$ cat config.mk
export PLATFORM = sky130hd
export DESIGN_NAME = tilt_fall_detector
export DESIGN_NICKNAME = d
export VERILOG_FILES = /design/src/tfd_pkg.sv /design/src/tfd_mean_div.sv /design/src/tfd_rules.sv /design/src/tilt_fall_detector.sv
export SDC_FILE = /design/constraint.sdc
export NUM_CORES = 1
export LEC_CHECK = 0
export BUFFER_PORTS_ARGS = -buffer_cell sky130_fd_sc_hd__buf_4
export CAP_MARGIN = 10
export CORE_MARGIN = 8
export CORE_UTILIZATION = 29
export CTS_BUF_LIST = sky130_fd_sc_hd__clkbuf_16
export CTS_CLUSTER_SIZE = 14
export DETAILED_ROUTE_END_ITERATION = 12
export GPL_TIMING_DRIVEN = 0
export PLACE_DENSITY = 0.47
export SLEW_MARGIN = 0
export SYNTH_ARGS = -nofsm -noshare
export SYNTH_HDL_FRONTEND = slang
export SYNTH_SLANG_ARGS = --single-unit
export TNS_END_PERCENT = 50
$ cat constraint.sdc
create_clock -name clk -period 12.8 [get_ports clk]
set_clock_uncertainty 0.15 [all_clocks]
set_input_delay 3.2 -clock clk [delete_from_list [all_inputs] [get_ports clk]]
set_output_delay 3.2 -clock clk [all_outputs]
set_load 0.005 [all_outputs]
$ cat src/tfd_pkg.sv
// Shared types, constants and angle helpers for the tilt and fall detector.
// Used by every module of the block; depends on nothing else.
package tfd_pkg;

	localparam int RAW_W       = 13;
	localparam int ANGLE_W     = 12;
	localparam int TICK_W      = 32;
	localparam int THR_W       = 11;
	localparam int SETTLE_W    = 20;
	localparam int LEVEL_W     = 2;
	localparam int CFG_IDX_W   = 3;
	localparam int CFG_DATA_W  = 20;
	localparam int IN_DATA_W   = 72;
	localparam int OUT_DATA_W  = 72;
	localparam int DIV_SHIFT   = 32;
	localparam int HALF_TURN   = 1800;

	// Fixed limits of the forward fall rule, tenths of a degree
	localparam logic signed [ANGLE_W-1:0] FWD_ROLL_MIN  = 12'sd100;
	localparam logic signed [ANGLE_W-1:0] FWD_PITCH_MAX = -12'sd60;

	typedef enum logic [CFG_IDX_W-1:0] {
		CFG_SETTLE_TICKS   = 3'd0,
		CFG_SIDE_ROLL_MIN  = 3'd1,
		CFG_SIDE_PITCH_MAX = 3'd2,
		CFG_DELTA_ROLL_MIN = 3'd3,
		CFG_DELTA_PITCH_MAX = 3'd4,
		CFG_COMB_ROLL_MIN  = 3'd5,
		CFG_COMB_PITCH_MIN = 3'd6,
		CFG_FWD_PITCH_MAX  = 3'd7
	} cfg_idx_t;

	typedef struct packed {
		logic [SETTLE_W-1:0]       settle_ticks;
		logic [THR_W-1:0]          side_roll_min;
		logic [THR_W-1:0]          side_flat_pitch_max;
		logic [THR_W-1:0]          delta_roll_min;
		logic [THR_W-1:0]          delta_flat_pitch_max;
		logic [THR_W-1:0]          combined_roll_min;
		logic [THR_W-1:0]          combined_pitch_min;
		logic signed [ANGLE_W-1:0] forward_pitch_max;
	} tfd_cfg_t;

	localparam tfd_cfg_t CFG_RESET = '{
		settle_ticks:         20'd2000,
		side_roll_min:        11'd1050,
		side_flat_pitch_max:  11'd350,
		delta_roll_min:       11'd900,
		delta_flat_pitch_max: 11'd450,
		combined_roll_min:    11'd550,
		combined_pitch_min:   11'd350,
		forward_pitch_max:    12'sd700
	};

	// Fold a value in -4096..4095 into -1799..1800; one turn either way suffices.
	function automatic logic signed [ANGLE_W-1:0] wrap_angle(input logic signed [RAW_W-1:0] a);
		logic signed [RAW_W-1:0] t;
		if (a > 13'sd1800) begin
			t = a - 13'sd3600;
		end else if (a < -13'sd1799) begin
			t = a + 13'sd3600;
		end else begin
			t = a;
		end
		return ANGLE_W'(t);
	endfunction

	function automatic logic [ANGLE_W-1:0] angle_mag(input logic signed [ANGLE_W-1:0] a);
		return a[ANGLE_W-1] ? ANGLE_W'(-a) : ANGLE_W'(a);
	endfunction

endpackage

$ cat src/tfd_mean_div.sv
// Baseline mean: signed accumulator divided by the sample count, truncated toward zero.
// Reciprocal multiply in one stage, remainder correction in the next. Uses tfd_pkg.
module tfd_mean_div #(
	parameter int BASELINE_SAMPLES = 20,
	parameter int ACC_W            = 17
) (
	input  logic                              clk,
	input  logic                              arst_n,
	input  logic                              start,
	input  logic signed [ACC_W-1:0]           sum,
	output logic                              done,
	output logic signed [tfd_pkg::ANGLE_W-1:0] mean
);
	import tfd_pkg::*;

	localparam int MAG_W  = ACC_W - 1;
	localparam int PROD_W = MAG_W + DIV_SHIFT;
	localparam logic [DIV_SHIFT-1:0] RECIP =
		DIV_SHIFT'((65'd1 << DIV_SHIFT) / BASELINE_SAMPLES);
	localparam logic [MAG_W-1:0] DIVISOR = MAG_W'(BASELINE_SAMPLES);

	logic [MAG_W-1:0]  sum_mag;
	logic              valid_s1;
	logic              neg_s1;
	logic [MAG_W-1:0]  mag_s1;
	logic [PROD_W-1:0] prod_s1;
	logic [MAG_W-1:0]  q_est;
	logic [MAG_W-1:0]  rem;
	logic [MAG_W-1:0]  q_fix;

	assign sum_mag = sum[ACC_W-1] ? MAG_W'(-sum) : MAG_W'(sum);

	always_ff @(posedge clk or negedge arst_n) begin
		if (!arst_n) begin
			valid_s1 <= 1'b0;
		end else begin
			valid_s1 <= start;
		end
	end

	always_ff @(posedge clk) begin
		if (start) begin
			neg_s1  <= sum[ACC_W-1];
			mag_s1  <= sum_mag;
			prod_s1 <= PROD_W'(sum_mag) * PROD_W'(RECIP);
		end
	end

	// Estimate is the true quotient or one below it
	always_comb begin
		q_est = prod_s1[PROD_W-1:DIV_SHIFT];
		rem   = mag_s1 - MAG_W'(q_est * DIVISOR);
		q_fix = (rem >= DIVISOR) ? q_est + 1'b1 : q_est;
	end

	assign done = valid_s1;
	assign mean = neg_s1 ? ANGLE_W'(-q_fix) : ANGLE_W'(q_fix);

endmodule

$ cat src/tfd_rules.sv
// Posture rule evaluation: side, roll change, combined and forward rules.
// Pure compare logic on wrapped angles and baseline changes. Uses tfd_pkg.
module tfd_rules (
	input  logic signed [tfd_pkg::ANGLE_W-1:0] roll,
	input  logic signed [tfd_pkg::ANGLE_W-1:0] pitch,
	input  logic signed [tfd_pkg::ANGLE_W-1:0] roll_change,
	input  logic signed [tfd_pkg::ANGLE_W-1:0] pitch_change,
	input  tfd_pkg::tfd_cfg_t                  cfg,
	output logic                               hit
);
	import tfd_pkg::*;

	logic [ANGLE_W-1:0] roll_mag;
	logic [ANGLE_W-1:0] pitch_mag;
	logic [ANGLE_W-1:0] dr_mag;
	logic [ANGLE_W-1:0] dp_mag;
	logic side_rule;
	logic change_rule;
	logic comb_rule;
	logic fwd_rule;

	always_comb begin
		roll_mag  = angle_mag(roll);
		pitch_mag = angle_mag(pitch);
		dr_mag    = angle_mag(roll_change);
		dp_mag    = angle_mag(pitch_change);

		side_rule   = (roll_mag >= ANGLE_W'(cfg.side_roll_min)) &&
		              (pitch_mag <= ANGLE_W'(cfg.side_flat_pitch_max));
		change_rule = (dr_mag >= ANGLE_W'(cfg.delta_roll_min)) &&
		              (pitch_mag <= ANGLE_W'(cfg.delta_flat_pitch_max));
		comb_rule   = (dr_mag >= ANGLE_W'(cfg.combined_roll_min)) &&
		              (dp_mag >= ANGLE_W'(cfg.combined_pitch_min)) &&
		              (pitch_mag <= ANGLE_W'(cfg.delta_flat_pitch_max));
		fwd_rule    = (roll_change >= FWD_ROLL_MIN) && (pitch_change <= FWD_PITCH_MAX) &&
		              (pitch <= cfg.forward_pitch_max);

		hit = side_rule || change_rule || comb_rule || fwd_rule;
	end

endmodule

$ cat src/tilt_fall_detector.sv
// Tilt and fall detector, top level: stream ports, config registers, calibration and confirm.
// Depends on tfd_pkg, tfd_mean_div and tfd_rules.

// One orientation sample (roll, pitch, yaw in tenths of a degree plus a tick count) enters
// per transaction and one result leaves per sample, in order. Angles are folded into
// -179.9..180.0 degrees. The first BASELINE_SAMPLES samples build roll and pitch totals; the
// sample that completes them sets is_calibrated, and the baselines become the totals' means,
// truncated toward zero. For settle_ticks ticks after that sample, rules are held off and
// the confirm counter stays cleared. Then each sample tests four posture rules; the confirm
// counter counts consecutive hits up to CONFIRM_SAMPLES and the alarm bit is high while it
// is full. Throughput is one sample per clock while results are taken, with a single
// bubble after the calibrating sample while the mean divider's correction stage settles
// the baselines. A result passes through two registers: one input register that folds the
// angles, one result register behind the rule and counter logic. The result register frees
// the input side, so a new sample is taken while a result still waits.
// Configuration writes take effect at the next edge and are meant for idle periods only.
module tilt_fall_detector #(
	parameter int BASELINE_SAMPLES = 20,
	parameter int CONFIRM_SAMPLES  = 3
) (
	input  logic                                 clk,
	input  logic                                 arst_n,
	// configuration write port
	input  logic                                 cfg_we,
	input  logic [tfd_pkg::CFG_IDX_W-1:0]        cfg_index,
	input  logic [tfd_pkg::CFG_DATA_W-1:0]       cfg_data,
	// sample input
	input  logic                                 s_axis_tvalid,
	output logic                                 s_axis_tready,
	// roll_in[12:0], pitch_in[25:13], yaw_in[38:26], now_ticks[70:39], zero[71]
	input  logic [tfd_pkg::IN_DATA_W-1:0]        s_axis_tdata,
	// result output
	output logic                                 m_axis_tvalid,
	input  logic                                 m_axis_tready,
	// roll_out[11:0], pitch_out[23:12], yaw_out[35:24], roll_change[47:36],
	// pitch_change[59:48], is_calibrated[60], posture_hit[61], confirm_level[63:62],
	// alarm[64], zero[71:65]
	output logic [tfd_pkg::OUT_DATA_W-1:0]       m_axis_tdata
);
	import tfd_pkg::*;

	localparam int ACC_W = $clog2(BASELINE_SAMPLES * HALF_TURN + 1) + 1;
	localparam int CNT_W = $clog2(BASELINE_SAMPLES + 1);
	localparam logic [CNT_W-1:0]   CAL_COUNT   = CNT_W'(BASELINE_SAMPLES);
	localparam logic [LEVEL_W-1:0] CONFIRM_MAX = LEVEL_W'(CONFIRM_SAMPLES);

	// configuration
	tfd_cfg_t cfg_q;

	// input register
	logic                      s1_valid_q;
	logic signed [ANGLE_W-1:0] roll_s1;
	logic signed [ANGLE_W-1:0] pitch_s1;
	logic signed [ANGLE_W-1:0] yaw_s1;
	logic [TICK_W-1:0]         ticks_s1;

	// detector state
	logic signed [ACC_W-1:0]   roll_acc_q;
	logic signed [ACC_W-1:0]   pitch_acc_q;
	logic signed [ANGLE_W-1:0] roll_base_q;
	logic signed [ANGLE_W-1:0] pitch_base_q;
	logic [CNT_W-1:0]          count_q;
	logic                      cal_q;
	logic [LEVEL_W-1:0]        confirm_q;
	logic [TICK_W-1:0]         cal_time_q;

	// result register
	logic                      out_valid_q;
	logic signed [ANGLE_W-1:0] roll_q;
	logic signed [ANGLE_W-1:0] pitch_q;
	logic signed [ANGLE_W-1:0] yaw_q;
	logic signed [ANGLE_W-1:0] dr_q;
	logic signed [ANGLE_W-1:0] dp_q;
	logic                      cal_out_q;
	logic                      hit_q;
	logic [LEVEL_W-1:0]        level_q;
	logic                      alarm_q;

	// stage logic
	logic                      advance;
	logic                      div_start;
	logic                      roll_div_done;
	logic                      pitch_div_done;
	logic signed [ANGLE_W-1:0] roll_mean;
	logic signed [ANGLE_W-1:0] pitch_mean;
	logic signed [ACC_W-1:0]   roll_total;
	logic signed [ACC_W-1:0]   pitch_total;
	logic [CNT_W-1:0]          count_nxt;
	logic                      cal_done;
	logic signed [ANGLE_W-1:0] dr_raw;
	logic signed [ANGLE_W-1:0] dp_raw;
	logic [TICK_W-1:0]         elapsed;
	logic                      settling;
	logic                      rule_hit;
	logic                      detect;
	logic [LEVEL_W-1:0]        confirm_nxt;

	// ---------------- configuration registers ----------------
	always_ff @(posedge clk or negedge arst_n) begin
		if (!arst_n) begin
			cfg_q <= CFG_RESET;
		end else if (cfg_we) begin
			unique case (cfg_idx_t'(cfg_index))
				CFG_SETTLE_TICKS:    cfg_q.settle_ticks         <= cfg_data;
				CFG_SIDE_ROLL_MIN:   cfg_q.side_roll_min        <= cfg_data[THR_W-1:0];
				CFG_SIDE_PITCH_MAX:  cfg_q.side_flat_pitch_max  <= cfg_data[THR_W-1:0];
				CFG_DELTA_ROLL_MIN:  cfg_q.delta_roll_min       <= cfg_data[THR_W-1:0];
				CFG_DELTA_PITCH_MAX: cfg_q.delta_flat_pitch_max <= cfg_data[THR_W-1:0];
				CFG_COMB_ROLL_MIN:   cfg_q.combined_roll_min    <= cfg_data[THR_W-1:0];
				CFG_COMB_PITCH_MIN:  cfg_q.combined_pitch_min   <= cfg_data[THR_W-1:0];
				CFG_FWD_PITCH_MAX:   cfg_q.forward_pitch_max    <= cfg_data[ANGLE_W-1:0];
			endcase
		end
	end

	// ---------------- handshake ----------------
	// Hold the input register while the result register is full and not being taken,
	// or while the baseline divider is still finishing.
	assign advance       = s1_valid_q && !roll_div_done && (!out_valid_q || m_axis_tready);
	assign s_axis_tready = !s1_valid_q || advance;
	assign m_axis_tvalid = out_valid_q;

	// ---------------- input register: fold angles on the way in ----------------
	always_ff @(posedge clk or negedge arst_n) begin
		if (!arst_n) begin
			s1_valid_q <= 1'b0;
		end else if (s_axis_tready) begin
			s1_valid_q <= s_axis_tvalid;
		end
	end

	always_ff @(posedge clk) begin
		if (s_axis_tvalid && s_axis_tready) begin
			roll_s1  <= wrap_angle(s_axis_tdata[12:0]);
			pitch_s1 <= wrap_angle(s_axis_tdata[25:13]);
			yaw_s1   <= wrap_angle(s_axis_tdata[38:26]);
			ticks_s1 <= s_axis_tdata[70:39];
		end
	end

	// ---------------- calibration and detection ----------------
	always_comb begin
		roll_total  = roll_acc_q + ACC_W'(roll_s1);
		pitch_total = pitch_acc_q + ACC_W'(pitch_s1);
		count_nxt   = count_q + 1'b1;
		cal_done    = count_nxt >= CAL_COUNT;
		div_start   = advance && !cal_q && cal_done;

		dr_raw   = wrap_angle(RAW_W'(roll_s1) - RAW_W'(roll_base_q));
		dp_raw   = wrap_angle(RAW_W'(pitch_s1) - RAW_W'(pitch_base_q));
		elapsed  = ticks_s1 - cal_time_q;
		settling = elapsed < TICK_W'(cfg_q.settle_ticks);
		detect   = cal_q && !settling;

		// advance the run of hits, saturate when full, drop it on a miss
		if (!rule_hit) begin
			confirm_nxt = '0;
		end else if (confirm_q < CONFIRM_MAX) begin
			confirm_nxt = confirm_q + 1'b1;
		end else begin
			confirm_nxt = confirm_q;
		end
	end

	tfd_rules u_rules (
		.roll         (roll_s1),
		.pitch        (pitch_s1),
		.roll_change  (dr_raw),
		.pitch_change (dp_raw),
		.cfg          (cfg_q),
		.hit          (rule_hit)
	);

	tfd_mean_div #(
		.BASELINE_SAMPLES (BASELINE_SAMPLES),
		.ACC_W            (ACC_W)
	) u_roll_div (
		.clk    (clk),
		.arst_n (arst_n),
		.start  (div_start),
		.sum    (roll_total),
		.done   (roll_div_done),
		.mean   (roll_mean)
	);

	tfd_mean_div #(
		.BASELINE_SAMPLES (BASELINE_SAMPLES),
		.ACC_W            (ACC_W)
	) u_pitch_div (
		.clk    (clk),
		.arst_n (arst_n),
		.start  (div_start),
		.sum    (pitch_total),
		.done   (pitch_div_done),
		.mean   (pitch_mean)
	);

	always_ff @(posedge clk or negedge arst_n) begin
		if (!arst_n) begin
			roll_acc_q   <= '0;
			pitch_acc_q  <= '0;
			roll_base_q  <= '0;
			pitch_base_q <= '0;
			count_q      <= '0;
			cal_q        <= 1'b0;
			confirm_q    <= '0;
			cal_time_q   <= '0;
		end else begin
			// both dividers start together, so one done covers both baselines
			if (roll_div_done && pitch_div_done) begin
				roll_base_q  <= roll_mean;
				pitch_base_q <= pitch_mean;
			end
			if (advance) begin
				if (!cal_q) begin
					roll_acc_q  <= roll_total;
					pitch_acc_q <= pitch_total;
					count_q     <= count_nxt;
					if (cal_done) begin
						cal_q      <= 1'b1;
						cal_time_q <= ticks_s1;
					end
				end else if (settling) begin
					confirm_q <= '0;
				end else begin
					confirm_q <= confirm_nxt;
				end
			end
		end
	end

	// ---------------- result register ----------------
	always_ff @(posedge clk or negedge arst_n) begin
		if (!arst_n) begin
			out_valid_q <= 1'b0;
		end else if (advance) begin
			out_valid_q <= 1'b1;
		end else if (m_axis_tready) begin
			out_valid_q <= 1'b0;
		end
	end

	always_ff @(posedge clk) begin
		if (advance) begin
			roll_q    <= roll_s1;
			pitch_q   <= pitch_s1;
			yaw_q     <= yaw_s1;
			// changes read as zero until the baselines exist
			dr_q      <= cal_q ? dr_raw : '0;
			dp_q      <= cal_q ? dp_raw : '0;
			cal_out_q <= cal_q || cal_done;
			hit_q     <= detect && rule_hit;
			level_q   <= detect ? confirm_nxt : '0;
			alarm_q   <= detect && (confirm_nxt >= CONFIRM_MAX);
		end
	end

	assign m_axis_tdata = {7'd0, alarm_q, level_q, hit_q, cal_out_q,
	                       dp_q, dr_q, yaw_q, pitch_q, roll_q};

endmodule

# --- Yosys cells after proc, flatten, opt, wreduce, memory -nomap -nowiden ---
# Cells that the tools add are included.
totals:
  output_inout_bits: 74
  elab_cells: 169
  regBits: 450
  in_bits: 100
op_classes:
  n_reduce_logical: 38
  muxes: 27
  n_eq_ne: 7
  multipliers: 4
  bitwise_logic: 1
  addsub: 29
  order_cmp: 25
op_table:
  columns: ["cell", "count"]
  rows:
  - ["12-bit two-way mux", 18]
  - ["16-bit by 26-bit multiplier with 42-bit output, second input constant", 2]
  - ["12-bit negator", 6]
  - ["13-bit by 12-bit > comparator with 1-bit output, second input constant", 5]
  - ["13-bit by 12-bit less-than comparator with 1-bit output, second input constant", 5]
  - ["12-bit by 10-bit adder with 12-bit output, second input constant", 5]
  - ["12-bit by 10-bit subtractor with 12-bit output, second input constant", 5]
  - ["12-bit by 11-bit >= comparator with 1-bit output", 4]
  - ["17-bit by 12-bit adder with 17-bit output", 2]
  - ["16-bit by 5-bit >= comparator with 1-bit output, second input constant", 2]
  - ["32-bit by 20-bit less-than comparator with 1-bit output", 1]
  - ["16-bit two-way mux", 2]
  - ["16-bit negator", 2]
  - ["16-bit subtractor", 2]
  - ["32-bit subtractor", 1]
  - ["12-bit by 3-bit multiplier with 14-bit output, second input constant", 2]
  - ["12-bit by 12-bit subtractor with 13-bit output", 2]
  - ["12-bit by 1-bit adder with 12-bit output, second input constant", 2]
  - ["12-bit by 11-bit <= comparator with 1-bit output", 2]
  - ["2-bit AND reduction", 10]
  - ["1-bit logical AND", 14]
  - ["3-bit equality test, second input constant", 4]
  - ["12-bit by 8-bit >= comparator with 1-bit output, second input constant", 1]
  - ["12-bit <= comparator", 1]
  - ["16 further kinds", 31]

# --- Logic depth before layout (Yosys ltp) ---
# Gate-level depths: netlist of the first run.
depth:
  ltp_word: 14
  depth_mapped: 37

# --- Hierarchy ---
# A second synthesis of the first run with hierarchy kept.
unflattened:
  hier_cells: 3604
  hier_area_um2: 35150.0
modules_own_cells:
  columns: ["mod", "area_each_um2", "cells_per_inst", "n_inst"]
  rows:
  - ["tilt_fall_detector", 18515.3, 1723, 1]
  - ["tfd_mean_div at u_pitch_div", 6955.4, 742, 1]
  - ["tfd_mean_div at u_roll_div", 6837.8, 736, 1]
  - ["tfd_rules", 2841.5, 403, 1]

# --- Least setup slack after synthesis of the first run ---
# OpenSTA, ideal clock, no wires.
synth_path:
  path_kind: "input port to output port"
  startpoint: "in m_axis_tready"
  endpoint: "out s_axis_tready"
  cell_stages: 3
  setup_slack_ns: 2.437
  arrival_time_ns: 7.013
  path_cell_list: "inv_1 a21oi_1 nand2b_1"
synth_via:
  elab_chain_len: 3
synth_rtl:
  columns: ["item", "line_no", "rtl"]
  rows:
  - ["from (decl)", "tilt_fall_detector.sv:34", "input logic m_axis_tready,"]
  - ["1-bit logical OR", "tilt_fall_detector.sv:119", "assign advance = s1_valid_q && !roll_div_done && (!out_valid_q || m_axis_tready);"]
  - ["1-bit logical AND", "tilt_fall_detector.sv:119", null]
  - ["net advance", "tilt_fall_detector.sv:80", "logic advance;"]
  - ["1-bit logical OR", "tilt_fall_detector.sv:120", "assign s_axis_tready = !s1_valid_q || advance;"]
  - ["to (decl)", "tilt_fall_detector.sv:29", "output logic s_axis_tready,"]
# The timed path passes the listed nets, and every way through them passes these cells.

# --- Final worst setup path of the first run ---
layout_path:
  startpoint: "reg roll_s1[1]"
  endpoint: "reg u_roll_div.prod_s1[43] (data pin)"
layout_via:
  elab_chain_len: 4
layout_rtl:
  columns: ["item", "line_no", "rtl"]
  rows:
  - ["from (decl)", "tilt_fall_detector.sv:52", "logic signed [ANGLE_W-1:0] roll_s1;"]
  - ["from (signal assigned)", "tilt_fall_detector.sv:134", "roll_s1 <= wrap_angle(s_axis_tdata[12:0]);"]
  - ["17-bit by 12-bit adder with 17-bit output (*)", "tilt_fall_detector.sv:143", "roll_total = roll_acc_q + ACC_W'(roll_s1);"]
  - ["16-bit negator", "tfd_mean_div.sv:31", "assign sum_mag = sum[ACC_W-1] ? MAG_W'(-sum) : MAG_W'(sum);"]
  - ["16-bit two-way mux (*)", "tfd_mean_div.sv:31", null]
  - ["16-bit by 26-bit multiplier with 42-bit output (*)", "tfd_mean_div.sv:45", "prod_s1 <= PROD_W'(sum_mag) * PROD_W'(RECIP);"]
  - ["to (signal assigned)", "tfd_mean_div.sv:45", null]
  - ["to (decl)", "tfd_mean_div.sv:26", "logic [PROD_W-1:0] prod_s1;"]
# Mark *: on every way between the ends. The rest lies on a longest branch, timed or not.
# A chain may end at the register's enable or synchronous reset.

==> implementation parameters, run 1 <==
Parameter                              Value

Worst setup path
  Critical path peak fanout ... 6
  Nature of the critical path startpoint ... flip-flop
  Setup Crit Path Kind ... flip-flop to flip-flop
  Sort of element at the end of the critical path ... flip-flop
  Source of the worst register-to-register timing path ... roll_s1[1]
  Number of buffer and inverter stages on the critical path ... 3
  Required time of the worst setup path ... ~13 ns
  WP data arrival ... 11.33 ns
  Most common cell on crit path ... sky130_fd_sc_hd__fa_1
  Maximum single-stage delay on the critical path ... just over 0.8 ns
  CP max-delay cell ... sky130_fd_sc_hd__a2111oi_1
  Worst setup startpoint ... roll_s1[1]
  Family with the most delay on the worst path ... compound AO/OA/AOI/OAI gates

Clocking
  Number of buffers inserted by post-CTS setup repair ... 0
  Clk sink count ... just under 400
  Number of gates given a new drive strength after cts ... 0
  TritonCTS clock tree ... built
  Level count of the clock H-tree ... 2
  Clock insertion delay at the later pin of the skew report ... ~0.6 ns
  Clock-pin slew on the worst setup and hold paths ... around 0.05 ns
  Hold-fix buffer count after cts ... 0
  Clock buffer count from CTS ... 47
  CTS Root Buffer Type ... sky130_fd_sc_hd__clkbuf_16
  Buffer levels on the longest clock path ... 3

Final layout
  Fill cell total of the finished layout ... 12,500
  Area grow syn2layout ... 14.3%
  Nets ... 4,728
  Area of the multi-input gates ... between 20,000 and 25,000 sq um
  Register area ... 10,600 sq um
  Fraction of layout cells with a size suffix above 1 ... 9.92%
  Post-Route Utilization ... around a third

Logic synthesis
  Sequential element share of the synthesized area ... 30.0%
  Yosys warning total ... 0
  Number of instances in the synthesized netlist ... 3,781
  Dominant register cell in the synthesized netlist ... sky130_fd_sc_hd__edfxtp_1
  Netlist cell types ... 100
  Synth Register Bits ... between 300 and 400
  EDFF count, synth ... 187
  Post-Synthesis Cell Area ... about 35,000 sq um
  Average cell area after synthesis ... 9.39 sq um
  Share of flip-flops with an asynchronous set or reset ... between 50% and 60%

STA
  Worst slew margin relative to its limit ... around 25%
  Final Setup Violations ... 0
  RSZ-0062 raised after global routing ... false
  Setup TNS Final ... 0 ns
  Share of the clock period used by the worst path ... between 80% and 90%
  Final hold violation count ... 0
  Post-route minimum period ... between 10 and 15 ns
  Transition time at the pin with the least slew margin ... roughly 1.1 ns
  Max-slew violations ... 0
  Maximum clock rate ... ~90 MHz

Placement
  Total of buffers placed on input and output ports ... ~160
  Placed wire-length estimate after detailed placement ... slightly below 80 mm
  GPL Wtd Cong ... about 0.83

Route
  Routed len/inst ... 17.3 microns
  Number of routed nets with antenna violations ... 0
  Detailed-route via count ... around 27,000
  DRC marker count from the first detailed-route iteration ... about 1,500
  Pre-antenna DRT Iters ... 5
  Post-detailed-routing wire length ... about 98 mm
  Number of remaining DRC errors ... 0
  Post-detailed-route via-to-cell ratio ... between 4 and 5

Outcome
  Outcome ... completed

Floorplanning
  Starting Density ... between 20% and 30%
  I/O pins ... about 170
  Cell row count ... roughly 130
  Vert. Die Dim ... approximately 370 microns
  Full die area ... roughly 130,000 sq um
  Die span in x ... roughly 370 microns
  Floorplan Core Area ... around 120,000 sq um

Worst hold path
  Worst min-delay path startpoint ... yaw_s1[10]
  HP Class ... flip-flop to flip-flop

Global routing
  Wire length of the first global-routing pass ... 156 mm
  Pin count of the biggest net entering global routing ... 93
  Total global routing overflow ... 0
  Number of antenna violations at the first check in global routing ... 9
  Global Route Usage Sum ... 14.3%
  Number of global-route vias before repair ... 27,500

Run
  Maximum capacitance violations ... 0
[final cells by class]
cell class                      instances  share of cell area (%)
Multi-Input combinational cell       2834                    56.0
Sequential cell                       386                    26.2
Tap cell                             1625                    5.01
Inverter                              490                    4.54
Timing Repair Buffer                  169                    3.46
Clock buffer                           49                    3.02
Clock inverter                         39                   0.848
Buffer                                 77                   0.839
Antenna cell                            4                  0.0247
[logic make-up (layout without fill, tap and decap cells)]
kind of cell | after synthesis | in the layout | synth area share [%]
AO/OA/AOI/OAI | 892 | 892 | 16.9
XOR/XNOR | 265 | 265 | 6.60
adder cells (fa/ha/maj) | 623 | 623 | 24.6
buffers and inverters | 567 | 824 | 6.13
flip-flops | 386 | 386 | 30.0
multiplexers | 84 | 84 | 2.57
other | 1 | 11 | 0.0106
AND/OR/NAND/NOR | 963 | 963 | 13.3
[placed cells by master, fill, tap and decap left out, types with 17 or more instances in the layout]
| cell | count |
|---|---|
| sky130_fd_sc_hd__o211ai_1 | 25 |
| sky130_fd_sc_hd__xor2_1 | 101 |
| sky130_fd_sc_hd__nor3_1 | 71 |
| sky130_fd_sc_hd__clkbuf_1 | 58 |
| sky130_fd_sc_hd__nand2b_1 | 47 |
| sky130_fd_sc_hd__a21oi_1 | 185 |
| sky130_fd_sc_hd__nand3_1 | 67 |
| sky130_fd_sc_hd__nor4_1 | 19 |
| sky130_fd_sc_hd__xnor2_1 | 162 |
| sky130_fd_sc_hd__clkbuf_16 | 49 |
| sky130_fd_sc_hd__dfrtp_1 | 159 |
| sky130_fd_sc_hd__mux2i_1 | 26 |
| sky130_fd_sc_hd__o21ai_0 | 231 |
| sky130_fd_sc_hd__mux2_2 | 58 |
| sky130_fd_sc_hd__and2_1 | 38 |
| sky130_fd_sc_hd__a211oi_1 | 39 |
| sky130_fd_sc_hd__nor2b_1 | 38 |
| sky130_fd_sc_hd__o21a_1 | 48 |
| sky130_fd_sc_hd__a21o_1 | 77 |
| sky130_fd_sc_hd__dfstp_2 | 40 |
| sky130_fd_sc_hd__inv_1 | 500 |
| sky130_fd_sc_hd__or3_1 | 21 |
| sky130_fd_sc_hd__edfxtp_1 | 187 |
| sky130_fd_sc_hd__nand2_1 | 314 |
| sky130_fd_sc_hd__or2_2 | 17 |
| sky130_fd_sc_hd__nand4_1 | 45 |
| sky130_fd_sc_hd__and3_1 | 31 |
| sky130_fd_sc_hd__a31oi_1 | 37 |
| sky130_fd_sc_hd__ha_1 | 500 |
| sky130_fd_sc_hd__o21bai_1 | 32 |
| sky130_fd_sc_hd__o31ai_1 | 18 |
| sky130_fd_sc_hd__o2111ai_1 | 18 |
| sky130_fd_sc_hd__nor2_1 | 191 |
| sky130_fd_sc_hd__fa_1 | 123 |
| sky130_fd_sc_hd__buf_4 | 171 |
[Yosys cell counts, types with 39 or more instances]
master / number / area, sq um
sky130_fd_sc_hd__a211oi_1: 39 / 293
sky130_fd_sc_hd__a21o_1: 77 / 578
sky130_fd_sc_hd__a21oi_1: 186 / 931
sky130_fd_sc_hd__and2_1: 39 / 244
sky130_fd_sc_hd__clkbuf_1: 59 / 221
sky130_fd_sc_hd__dfrtp_1: 159 / 3980
sky130_fd_sc_hd__dfstp_2: 40 / 1050
sky130_fd_sc_hd__edfxtp_1: 187 / 5620
sky130_fd_sc_hd__fa_1: 123 / 2460
sky130_fd_sc_hd__ha_1: 500 / 6260
sky130_fd_sc_hd__inv_1: 488 / 1830
sky130_fd_sc_hd__mux2_2: 58 / 653
sky130_fd_sc_hd__nand2_1: 314 / 1180
sky130_fd_sc_hd__nand2b_1: 47 / 294
sky130_fd_sc_hd__nand3_1: 67 / 335
sky130_fd_sc_hd__nand4_1: 45 / 282
sky130_fd_sc_hd__nor2_1: 191 / 717
sky130_fd_sc_hd__nor3_1: 71 / 355
sky130_fd_sc_hd__o21a_1: 48 / 360
sky130_fd_sc_hd__o21ai_0: 231 / 1160
sky130_fd_sc_hd__xnor2_1: 162 / 1420
sky130_fd_sc_hd__xor2_1: 101 / 885
[flip-flops by register name (all words and copies together), names as in the netlist, 2 cells and up]
register and count:
dr_q 12, roll_s1 12, count_q 5, level_q 2, yaw_s1 12, confirm_q 2, cal_time_q 32, ticks_s1 32
u_roll_div.prod_s1 12, u_pitch_div.prod_s1 12, pitch_s1 12, dp_q 12, u_roll_div.mag_s1 14, roll_acc_q 17, yaw_q 12, roll_base_q 12
pitch_acc_q 17, cfg_q 98, pitch_base_q 12, pitch_q 12, roll_q 12, u_pitch_div.mag_s1 14
[worst paths after layout]
check,to,slack [ns],cells past startpoint
min in group asynchronous,roll_acc_q[11],2.29,1
setup reg to reg,u_roll_div.prod_s1[43],1.64,32
setup / recovery,u_roll_div.prod_s1[43],1.64,32
max in group asynchronous,cfg_q[16],9.02,3
hold / removal,yaw_q[10],0.27,0
hold reg to reg,yaw_q[10],0.27,0
[per-stage QoR]
stage	worst slack (ns)	hold WS [ns]	area, sq um	std cells
after floorplan	2.44	0.250	35500	3787
after global placement	-1.70	0.251	38800	5574
after detailed placement	1.75	0.255	39000	5581
after CTS	1.66	0.270	40500	5669
after global routing	0.913	0.274	40500	5669
final	1.64	0.266	40600	5673
[worst reg2reg max path, delay by kind of cell, from the launching register on]
kind / cells / cell delay [ns]
DFF: 1 / 0.54
adders and majority gates: 7 / 3.49
AOI/OAI and AO/OA: 12 / 3.99
buffers and inverters: 3 / 0.38
xor gates and xnor gates: 3 / 0.78
and+or+nand+nor: 7 / 1.57
[per-layer routing]
layer  wire (microns)  vias to the layer above  GRT usage [%]
met2            44800                      386           23.5
met5               13                        -              0
li1                 -                    13900              -
met1            47500                    13000           19.8
met3             3610                       94           2.04
met4             2140                        2           3.28
Power of run 1 is left out: the tool's default activity adds up to more than one toggle a clock period on the data nets, which glitch-free logic cannot reach.
==> run 2: changes to the inputs <==
CORE_UTILIZATION = 64   (was 29)
PLACE_DENSITY = 0.86   (was 0.47)
TNS_END_PERCENT = not set   (was 50)
==> implementation parameters, run 2 (same netlist as run 1, synthesis figures left out) <==
Parameter                              Value

Worst setup path
  Nature of the critical path startpoint ... flip-flop
  Worst setup slack for register-to-register paths ... 1.75 ns (+0.11 ns)
  Critical path peak fanout ... 6 (unchanged)
  Sort of element at the end of the critical path ... flip-flop
  Setup Crit Path Kind ... flip-flop to flip-flop
  Required time of the worst setup path ... 12.97 ns (about the same)
  Family with the most delay on the worst path ... compound AO/OA/AOI/OAI gates
  Worst R2R End ... u_roll_div.prod_s1[43]
  Number of buffer and inverter stages on the critical path ... 3 (unchanged)
  Worst setup startpoint ... roll_s1[1]
  Source of the worst register-to-register timing path ... roll_s1[1]
  Most common cell on crit path ... sky130_fd_sc_hd__fa_1
  WP data arrival ... 11.22 ns (-0.11 ns)
  Worst Reg2Reg Path Length in Cells ... 32 (unchanged)
  CP max-delay cell ... sky130_fd_sc_hd__a2111oi_1
  Maximum single-stage delay on the critical path ... 0.79 ns (-0.03 ns)

Final layout
  Area of the multi-input gates ... 22,700 sq um (about the same)
  Fill cell total of the finished layout ... 3,896 (-69%)
  Final antenna diode count ... 0 (-4)
  Count of non-filler cells in the finished layout ... 4,784 (-16%)
  Largest register FFs ... 98 (unchanged)
  Biggest register ... cfg_q
  Largest registers ... cfg_q x98, cal_time_q x32, ticks_s1 x32
  Nets ... 4,723 (-0.11%)
  Area grow syn2layout ... 10.6%
  Most common cell after layout, fill and taps aside ... sky130_fd_sc_hd__ha_1
  Fraction of layout cells with a size suffix above 1 ... 9.84% (-0.079 points)
  Commonest non-fill, non-tap cells in the layout ... sky130_fd_sc_hd__ha_1 (500), sky130_fd_sc_hd__inv_1 (499), sky130_fd_sc_hd__nand2_1 (314)
  Register area ... 10,600 sq um (unchanged)

Clocking
  Number of gates given a new drive strength after cts ... 0 (unchanged)
  Level count of the clock H-tree ... 2 (unchanged)
  TritonCTS clock tree ... built
  Buffer levels on the longest clock path ... 3 (unchanged)
  Hold-fix buffer count after cts ... 0 (unchanged)
  CTS Root Buffer Type ... sky130_fd_sc_hd__clkbuf_16
  Number of buffers inserted by post-CTS setup repair ... 0 (unchanged)
  Clock-pin slew on the worst setup and hold paths ... 0.06 ns (about the same)
  Clock buffer count from CTS ... 44 (-6.4%)
  Clk sink count ... 386 (unchanged)
  Clock insertion delay at the later pin of the skew report ... 0.59 ns (-0.02 ns)

Run
  Maximum capacitance violations ... 0 (unchanged)

Placement
  Total of buffers placed on input and output ports ... 162 (unchanged)
  Placed cell count ... 4,702 (-16%)
  Placed wire-length estimate after detailed placement ... 70.4 mm (-11%)
  GPL Wtd Cong ... 0.978 (+18%)

Global routing
  Number of global-route vias before repair ... 29,200 (+6.4%)
  Number of antenna violations at the first check in global routing ... 0 (-9)
  Global Route Usage Sum ... 28.2% (+14 points)
  Pin count of the biggest net entering global routing ... 103 (+11%)
  Total global routing overflow ... 0 (unchanged)
  Wire length of the first global-routing pass ... 147 mm (-5.8%)

Route
  Number of routed nets with antenna violations ... 0 (unchanged)
  Pre-antenna DRT Iters ... 5 (unchanged)
  Post-detailed-route via-to-cell ratio ... 6.11 (+26%)
  DRC marker count from the first detailed-route iteration ... 1,910 (+27%)
  Routed len/inst ... 18.9 microns (+9.4%)
  Post-detailed-routing wire length ... 90.5 mm (-7.7%)
  Detailed-route via count ... 29,200 (+6.6%)
  Number of remaining DRC errors ... 0 (unchanged)

Floorplanning
  Starting Density ... 64.6% (+35 points)
  Vert. Die Dim ... 252 microns (-31%)
  Die span in x ... 252 microns (-31%)
  I/O pins ... 174 (unchanged)
  Cell row count ... 86 (-33%)
  Floorplan Core Area ... 55,000 sq um (-55%)
  Full die area ... 63,300 sq um (-53%)

Worst hold path
  Worst min-delay path startpoint ... yaw_s1[9]
  HP Class ... flip-flop to flip-flop
  Depth of the worst hold-timing path ... 0 (unchanged)
  Worst min-delay path endpoint ... yaw_q[9]

STA
  Share of the clock period used by the worst path ... 86.3% (-0.87 points)
  Max-slew violations ... 0 (unchanged)
  RSZ-0062 raised after global routing ... false
  Final hold violation count ... 0 (unchanged)
  Maximum clock rate ... 90.5 MHz (+1.0%)
  Final Setup Violations ... 0 (unchanged)
  Transition time at the pin with the least slew margin ... 0.990 ns (-0.125 ns)
  Worst slew margin relative to its limit ... 33.4% (+8.4 points)
  Post-route minimum period ... 11.05 ns (-0.112 ns)

Outcome
  Outcome ... completed
run 2: changes by cell type in the layout (fill, tap and decap cells not counted):
cell	change
sky130_fd_sc_hd__clkinv_1	-4
sky130_fd_sc_hd__inv_1	-1
sky130_fd_sc_hd__clkinv_4	-1
sky130_fd_sc_hd__clkbuf_16	-5
sky130_fd_sc_hd__o31ai_2	-1
sky130_fd_sc_hd__o31ai_1	+1
sky130_fd_sc_hd__clkinv_16	-1
sky130_fd_sc_hd__clkinv_8	+1
sky130_fd_sc_hd__diode_2	-4
sky130_fd_sc_hd__buf_16	-2
sky130_fd_sc_hd__clkinvlp_4	-2
sky130_fd_sc_hd__inv_6	+4
sky130_fd_sc_hd__clkinv_2	+3
run 2: area by class of cell:
cell class | instances | share of cell area, %
buffer | 77 | 0.867
clock buffer | 44 | 2.80
clock inverter | 38 | 0.861
inverter | 490 | 4.69
multi-input combinational | 2834 | 57.9
sequential | 386 | 27.1
tap | 748 | 2.38
timing repair buffer | 167 | 3.43
run 2: per-layer routing:
metal / GRT usage (%) / vias to the layer above / part of all wire, %
li1: - / 13900 / -
met1: 35.0 / 14100 / 41
met2: 49.0 / 977 / 48
met3: 4.07 / 270 / 6.2
met4: 11.8 / 0 / 4.3
met5: 0 / - / 0
run 2: per-stage QoR:
stage	cell area [sq um]	utilization [%]	hold slack, ns	worst slack (ns)	setup TNS, ns
final	39300	71.4	0.269	1.75	0
after global routing	39300	71.4	0.285	1.01	0
after CTS	39300	71.4	0.269	1.81	0
after detailed placement	37800	68.8	0.255	1.92	0
after global placement	37700	68.5	0.252	-0.331	-18.12
after floorplan	35500	-	0.250	2.44	0
run 2: worst register-to-register path, delay by kind of cell (launching register included):
kind	cells	cell delay, ns
flip-flops	1	0.57
AND/OR/NAND/NOR	7	1.51
adder cells (fa/ha/maj)	7	3.49
buffers and inverters	3	0.36
AO/OA/AOI/OAI	12	3.92
XOR/XNOR	3	0.77
run 2: how the worst max path moves through the flow:
stage,to,slack [ns],cells after the start
2_1_floorplan,s_axis_tready,2.44,3
3_3_place_gp,cal_time_q[28],-0.33,8
3_5_place_dp,u_roll_div.prod_s1[43],1.92,32
4_1_cts,u_roll_div.prod_s1[43],1.81,32
5_1_grt,u_roll_div.prod_s1[43],1.01,32
6_report,u_roll_div.prod_s1[43],1.75,32
Power of run 2 is left out for the same reason.
